--- config.mk ---
export PLATFORM = sky130hd
export DESIGN_NAME = mnd_ram
export DESIGN_NICKNAME = d
export VERILOG_FILES = /design/src/hw/rtl/mnd_ram.sv
export SDC_FILE = /design/constraint.sdc
export NUM_CORES = 1
export LEC_CHECK = 0
export BUFFER_PORTS_ARGS = -buffer_cell sky130_fd_sc_hd__buf_2
export CORE_ASPECT_RATIO = 0.75
export CORE_MARGIN = 4
export CORE_UTILIZATION = 65
export DETAILED_ROUTE_END_ITERATION = 10
export PLACE_DENSITY = 0.85
export SYNTH_ARGS = -nofsm -noshare
export SYNTH_HDL_FRONTEND = slang
export SYNTH_SLANG_ARGS = --single-unit
--- constraint.sdc ---
create_clock -name clk -period 3.9 [get_ports clk]
set_clock_uncertainty 0.2 [all_clocks]
set_input_delay 1.17 -clock clk [delete_from_list [all_inputs] [get_ports clk]]
set_output_delay 1.17 -clock clk [all_outputs]
set_load 0.005 [all_outputs]
--- src/hw/rtl/mnd_ram.sv ---
// Generic single-write, single-read RAM with registered read data.
`default_nettype none
module mnd_ram #(
	parameter int WIDTH = 8,
	parameter int DEPTH = 16
) (
	input  wire logic                                  clk,
	input  wire logic                                  we,
	input  wire logic [((DEPTH > 1) ? $clog2(DEPTH) : 1)-1:0] waddr,
	input  wire logic [WIDTH-1:0]                      wdata,
	input  wire logic [((DEPTH > 1) ? $clog2(DEPTH) : 1)-1:0] raddr,
	output logic      [WIDTH-1:0]                      rdata
);
	logic [WIDTH-1:0] mem_q [DEPTH];

	always_ff @(posedge clk) begin
		if (we) begin
			mem_q[waddr] <= wdata;
		end
		rdata <= mem_q[raddr];
	end
endmodule
`default_nettype wire

==> results of run 1 <==
## state kept, by name (all words and copies together) (netlist names)
name and flops:
rdata 8, mem_q 128
## routing by layer
| metal | up-vias | wire length [um] | global-route usage | part of all wire |
|---|---|---|---|---|
| met2 | 179 | 5310 | 0.393 | 0.49 |
| met4 | 0 | 185 | 0.0772 | 0.017 |
| li1 | 1069 | - | - | - |
| met3 | 17 | 1070 | 0.0884 | 0.099 |
| met5 | - | 0 | 0 | 0 |
| met1 | 1280 | 4230 | 0.340 | 0.39 |
## through the flow
| step | instances | area (sq um) | power (W) |
|---|---|---|---|
| finish | 390 | 5940 | 0.00320 |
| global route | 390 | 5940 | 0.00332 |
| CTS | 390 | 5940 | 0.00322 |
| detailed placement | 358 | 5410 | 0.00182 |
| global placement | 358 | 5410 | 0.00181 |
| floorplan | 229 | 5150 | 0.00176 |
## cell usage in the layout, fill, tap and decap left out, types with 4 or more instances in the layout
master	n
mux4_1	14
edfxtp_1	128
buf_4	13
clkinv_2	4
mux4_2	18
a22oi_1	16
nor3_1	4
buf_2	25
nand2_1	9
nor2_1	13
dfxtp_1	8
clkbuf_16	16
## area by class of cell
cell class / count / area (sq um) / share of cell area
multi-input cells: 83 / 1060 / 0.178
well taps: 101 / 126 / 0.0213
clock inverters: 14 / 110 / 0.0185
clock buffers: 18 / 418 / 0.0704
flip-flops and latches: 136 / 4000 / 0.674
repair buffers: 38 / 223 / 0.0375
## path summary, 6_finish.rpt
check	from	to	slack (ns)	cells after the start
worst max-delay path	raddr[1]	rdata[4]	1.44	5
worst min-delay path	mem_q[4][3]	rdata[3]	0.48	3
worst max register to register	mem_q[9][4]	rdata[4]	2.24	3
worst min register to register	mem_q[4][3]	rdata[3]	0.48	3
## power by group
part           leakage, nW  total (W)  switching, W  internal (W)
clock network        0.253    0.00140      0.000570      0.000833
logic                0.539   0.000147     0.0000857     0.0000617
registers             1.22    0.00165     0.0000137       0.00163
## logic make-up after synthesis
family,after synthesis
and+or+nand+nor,35
buffers and inverters,10
muxes,32
DFF,136
AOI/OAI and AO/OA,16
## worst max-delay path, cell delays in order
cell and delay, ns:
buf_2 0.46, buf_4 0.31, mux4_1 0.36, a22oi_1 0.25, nand2_1 0.08
==> flow_summary.toml, run 1 <==
[route]
vias = 2545
first_pass_iters = 6
routed_wl_um = 10800
via_per_inst = 6.53
drc = 0
wl_per_cell_um = 27.7
ant_nets = 0
drtIter0Drc = 237

[floorplanning]
coreArea_sq_um = 7530
num_rows = 27
dieHeight_um = 85.1
ios = 26
start_util = 0.683
die-area_sq_um = 9420
fp.dieW_um = 111

[critical_path]
start_kind = "primary input"
worstSetupPathType = "in2reg"
end_kind = "flip-flop"
worstPathArrival_ns = 2.66
worstPathMaxFanout = 23
critical_path_required_ns = 4.10

[logic_synthesis]
synth_area_leaders = "edfxtp_1, mux4_2, mux4_1"
synth.distinct_cells = 19
synth_edf_count = 128
async_flop_share = 0
synth_compound_area_frac = 0.0233
synthXorXnorAreaFrac = 0
ys_ff_latch = 136
synth_adder_area_share = 0
synth_top_family_by_area = "multiplexers"
synthCells = 229
yosysWarnings = 0
synth_top_area_frac = 0.747
yosysTopAreaCell = "edfxtp_1"
ys_seq_area_frac = 0.778
syn_avg_cell_area_sq_um = 22.5
yosys.area_share.simple = 0.0318
synth.most_common_cell = "edfxtp_1"
synthFlopType = "edfxtp_1"
syn-num-nets = 247
synthTopCellsByCount = "edfxtp_1, mux4_2, a22oi_1"
syn_area_sq_um = 5150
synth_mux_area_frac = 0.150

[cts]
clock-sinks = 136
tritoncts = "done"
ctsRootBufferMaster = "clkbuf_8"
hold_buffers = 0
cts_setup_buffers = 0
cts_buffers = 17
max-clock-path-buffers = 2
postCtsResizedCells = 0
clk_pin_slew_ns = 0.06
htreeDepth = 4
clk_latency_ns = 0.51

[sta]
setup_ws_ns = 1.44
hold_ws_ns = 0.479
slew_headroom = 0.317
period_share = 0.630
worst_pin_slew_ns = 1.02
rsz0062_at_grt = "false"
setup_tns_ns = 0
layout_min_cycle_time_ns = 2.46
hold_viol = 0
maxSlewViolCount = 0
timing.fmax_mhz = 407
setup_violations = 0

[final_layout]
syn_to_final_growth_pct = 15.4
drive_gt1_frac = 0.294
fin_nets = 294
final_core_util = 0.788
fill_cells = 355
num_antenna_cells = 0

[hold_path]
hp-class = "reg2reg"

[global_routing]
grt_overflow = 0
grt.total_usage = 0.251
grt_antenna_before_repair = 0
first_global_vias = 2651
grt_max_degree = 24
grt_pass1_wl_um = 16500

[place]
dp_slack_ns = 0.973
hpwl_um = 6130
gp_congestion = 0.786
io_buffers = 25

[pwr]
p_leak_nw = 2.02
p_per_area_nw_per_um2 = 539
peakVddDrop_v = 0.000396

[outcome]
outcome = "complete, no violations"

[flow_run]
cap_violations = 0
(Power assumes the default switching activity.)
==> inputs of run 2 (changes only) <==
Settings changed: CORE_UTILIZATION 65 to 60, PLACE_DENSITY 0.85 to 0.79.
Clock period 3.9 ns to 2.3 ns, I/O delays scaled along.
==> run 2 against run 1 <==
Against the previous run:
- utilization decreased by 3.3 points
- via count decreased by 1.4%
- critical path depth unchanged
- die area increased by 7.6%
- flip-flop and latch count unchanged
- final cell count increased by 4.9%
- sequential power increased by 69%
- count of clock-buffer cells in the layout increased by 4
- design area increased by 3.4%
- combinational power increased by 78%
- register-to-register slack got worse by 1.5 ns
- critical path type unchanged
==> flow_summary.toml, run 2 (synthesized netlist as in run 1, its figures left out) <==
[outcome]
outcome = "complete, no violations"

[route]
drc = 0
vias = 2509
via_per_inst = 6.13
first_pass_iters = 6
drtIter0Drc = 215
wl_per_cell_um = 25.2
ant_nets = 0
routed_wl_um = 10300

[hold_path]
hold_depth = 1
hp-class = "in2reg"

[floorplanning]
ios = 26
dieHeight_um = 88.2
coreArea_sq_um = 8130
fp.dieW_um = 115
num_rows = 28
die-area_sq_um = 10100
start_util = 0.633

[pwr]
peakVddDrop_v = 0.000701
p_per_area_nw_per_um2 = 929
p_leak_nw = 2.14

[cts]
htreeDepth = 4
clock-sinks = 136
postCtsResizedCells = 0
clk_latency_ns = 0.41
max-clock-path-buffers = 2
hold_buffers = 0
tritoncts = "done"
ctsRootBufferMaster = "clkbuf_16"
cts_buffers = 17
cts_setup_buffers = 0
clk_pin_slew_ns = 0.06

[global_routing]
grt_max_degree = 25
first_global_vias = 2674
grt_pass1_wl_um = 16000
grt.total_usage = 0.233
grt_antenna_before_repair = 0
grt_overflow = 0

[final_layout]
layout_commonest_cell = "edfxtp_1"
num_antenna_cells = 0
syn_to_final_growth_pct = 19.3
top_regs = "mem_q (128), rdata (8)"
regMostFlops = "mem_q"
fin_nets = 309
drive_gt1_frac = 0.332
final_cell_mix = "edfxtp_1, buf_4, buf_2, mux4_2, clkbuf_16"
largest_register_ffs = 128

[critical_path]
worstPathArrival_ns = 1.96
start_kind = "primary input"
worstSetupPathType = "in2reg"
worstPathMaxFanout = 24
worstRegToRegCells = 3
critical_path_required_ns = 2.38
end_kind = "flip-flop"

[sta]
slew_headroom = 0.726
rsz0062_at_grt = "false"
hold_viol = 0
setup_violations = 0
worst_pin_slew_ns = 0.410
layout_min_cycle_time_ns = 1.87
maxSlewViolCount = 0
setup_ws_ns = 0.426
setup_tns_ns = 0
period_share = 0.815
timing.fmax_mhz = 534

[place]
gp_congestion = 0.724
hpwl_um = 6450
io_buffers = 25
dp_slack_ns = 0.00400

[flow_run]
cap_violations = 0
run 2: changes by cell type in the layout (fill, tap and decap cells not counted), sizes merged:
cell,change
clkinvlp,-3
clkbuf,+4
bufinv,+2
clkinv,-3
buf,+15
run 2: worst paths after layout:
check	from	end	slack, ns
max	raddr[0]	rdata[2]	0.43
min	wdata[2]	mem_q[0][2]	0.46
max reg2reg	mem_q[3][6]	rdata[6]	0.75
min reg2reg	mem_q[13][3]	rdata[3]	0.48
run 2: power breakdown:
part           internal [W]  leakage [nW]  switching (W)
combinational      0.000119         0.627       0.000143
clock               0.00172         0.291       0.000928
sequential          0.00277          1.22      0.0000204
run 2: per-stage QoR:
step,std cells,area (sq um),utilization,hold WS (ns),total power [W]
final,409,6140,0.756,0.459,0.00570
after CTS,409,6140,0.756,0.442,0.00574
after detailed placement,377,5560,0.684,0.465,0.00310
after floorplan,229,5150,-,0.429,0.00298
after global routing,409,6140,0.756,0.453,0.00590
after global placement,377,5560,0.684,0.447,0.00309
run 2: area by class of cell:
cell class / instances / area [sq um]
clock buffer: 22 / 454
clock inverter: 10 / 129
fill: 453 / 1990
multi-input combinational: 83 / 1060
sequential: 136 / 4000
tap: 105 / 131
timing repair buffer: 53 / 360
run 2: per-layer routing:
layer  vias to the layer above  share of wire  track usage
li1                       1095              -            -
met1                      1296           0.45        0.332
met2                       108           0.48        0.352
met3                        10          0.069       0.0807
met4                         0         0.0076       0.0640
met5                         -              0            0
run 2: critical path, stage by stage:
cell	delay (ns)
buf_2	0.12
buf_12	0.21
mux4_1	0.57
a22oi_1	0.24
nand2_1	0.11
==> inputs of run 3 (changes only) <==
Clock period 2.3 ns to 1.96 ns, I/O delays scaled along.
==> run 3 against run 2 <==
Against the previous run:
- combinational power is 20% higher
- via count decreased by 0.20%
- worst setup slack got worse by 0.27 ns
- count of clock-buffer cells in the layout grew 1
- non-clock buffer count decreased by 1
- first-iteration DRC count decreased by 3.7%
- register-to-register slack got worse by 0.42 ns
- design area rose by 0.65%
- global-route usage up 0.083 points
- sequential share of layout area is 0.42 points lower
- critical endpoint is now rdata[3]
- largest cell class unchanged
- largest power group unchanged
==> flow_summary.toml, run 3 (synthesized netlist as in run 1, its figures left out) <==
[global_routing]
first_global_vias = 2637
grt_overflow = 0
grt_antenna_before_repair = 0
grt_max_degree = 21
grt.total_usage = 0.234
grt_pass1_wl_um = 16100

[floorplanning]
fp.dieW_um = 115
start_util = 0.633
ios = 26
coreArea_sq_um = 8130
die-area_sq_um = 10100
dieHeight_um = 88.2
num_rows = 28

[sta]
period_share = 0.920
layout_min_cycle_time_ns = 1.80
slew_headroom = 0.493
setup_tns_ns = 0
hold_viol = 0
worst_pin_slew_ns = 0.759
rsz0062_at_grt = "false"
timing.fmax_mhz = 555
maxSlewViolCount = 0
hold_ws_ns = 0.360
setup_violations = 0

[place]
io_buffers = 25
hpwl_um = 6360
gp_congestion = 0.804
dp.cells = 376
dpl-instance-area_sq_um = 5570

[final_layout]
syn_to_final_growth_pct = 20.1
regMostFlops = "mem_q"
multi_input_area_sq_um = 1070
fin_nets = 308
fill_cells = 459
layout_commonest_cell = "edfxtp_1"
largest_register_ffs = 128
drive_gt1_frac = 0.343
fin_area_sq_um = 6180
top_regs = "mem_q (128), rdata (8)"
final_cell_mix = "edfxtp_1, buf_2, buf_4, mux4_2, clkbuf_16"
num_antenna_cells = 0
fin_cells = 408
regArea_sq_um = 4000

[cts]
clock-sinks = 136
clk_latency_ns = 0.41
cts_buffers = 17
tritoncts = "done"
cts_setup_buffers = 0
clk_pin_slew_ns = 0.05
hold_buffers = 0
max-clock-path-buffers = 2
htreeDepth = 4
ctsRootBufferMaster = "clkbuf_16"
postCtsResizedCells = 0

[pwr]
power_w = 0.00680
p_leak_nw = 2.16
p_per_area_nw_per_um2 = 1100
peakVddDrop_v = 0.000980

[route]
via_per_inst = 6.14
first_pass_iters = 4
wl_per_cell_um = 25.3
drtIter0Drc = 207
ant_nets = 0
drc = 0
routed_wl_um = 10300
vias = 2504

[critical_path]
critical_path.slowest_cell = "mux4_1"
crit_path_cell_trace = "buf_2, buf_12, mux4_1, a22oi_1, nand2_1"
end_kind = "flip-flop"
cpPeakStageDelay_ns = 0.60
worstPathMaxFanout = 20
worstPathArrival_ns = 1.90
critical_path_required_ns = 2.05
start_kind = "primary input"
worstSetupPathType = "in2reg"

[outcome]
outcome = "complete, no violations"

[flow_run]
cap_violations = 0

[hold_path]
hp-class = "in2reg"
run 3: cell count changes in the layout (fill, tap and decap cells not counted), sizes merged:
cell,change
clkbuf,+1
buf,-1
clkinv,-1
run 3: metal layers:
metal / global-route usage / vias to the layer above / share of wire
met4: 0.0832 / 0 / 0.0088
met2: 0.355 / 109 / 0.49
li1: - / 1098 / -
met1: 0.332 / 1291 / 0.41
met5: 0 / - / 0
met3: 0.0677 / 6 / 0.086
run 3: path summary, 6_finish.rpt:
path	startpoint	endpoint	slack, ns	cells after the start
setup / recovery	raddr[0]	rdata[3]	0.16	5
hold / removal	wdata[0]	mem_q[14][0]	0.36	1
setup reg to reg	mem_q[1][3]	rdata[3]	0.33	3
hold reg to reg	mem_q[15][3]	rdata[3]	0.49	3
run 3: critical path: cells and delay by family:
kind	cells	cell delay, ns
compound gates	1	0.28
buf+inv	2	0.34
mux	1	0.60
simple gates	1	0.08
run 3: stage by stage:
step	setup WS, ns	util
after floorplan	-0.0941	-
after detailed placement	-0.287	0.686
after global placement	-0.248	0.686
final	0.158	0.760
after CTS	0.119	0.760
after global routing	0.0647	0.760
run 3: cell type report:
type / instances / area share
clock inverter: 9 / 0.0194
tap: 105 / 0.0213
multi-input combinational: 83 / 0.173
clock buffer: 23 / 0.0789
timing repair buffer: 52 / 0.0591
sequential: 136 / 0.648
run 3: report_power, final:
group	internal, W	switching (W)
registers	0.00325	0.0000209
clock network	0.00212	0.00109
logic	0.000141	0.000174
total	0.00552	0.00128
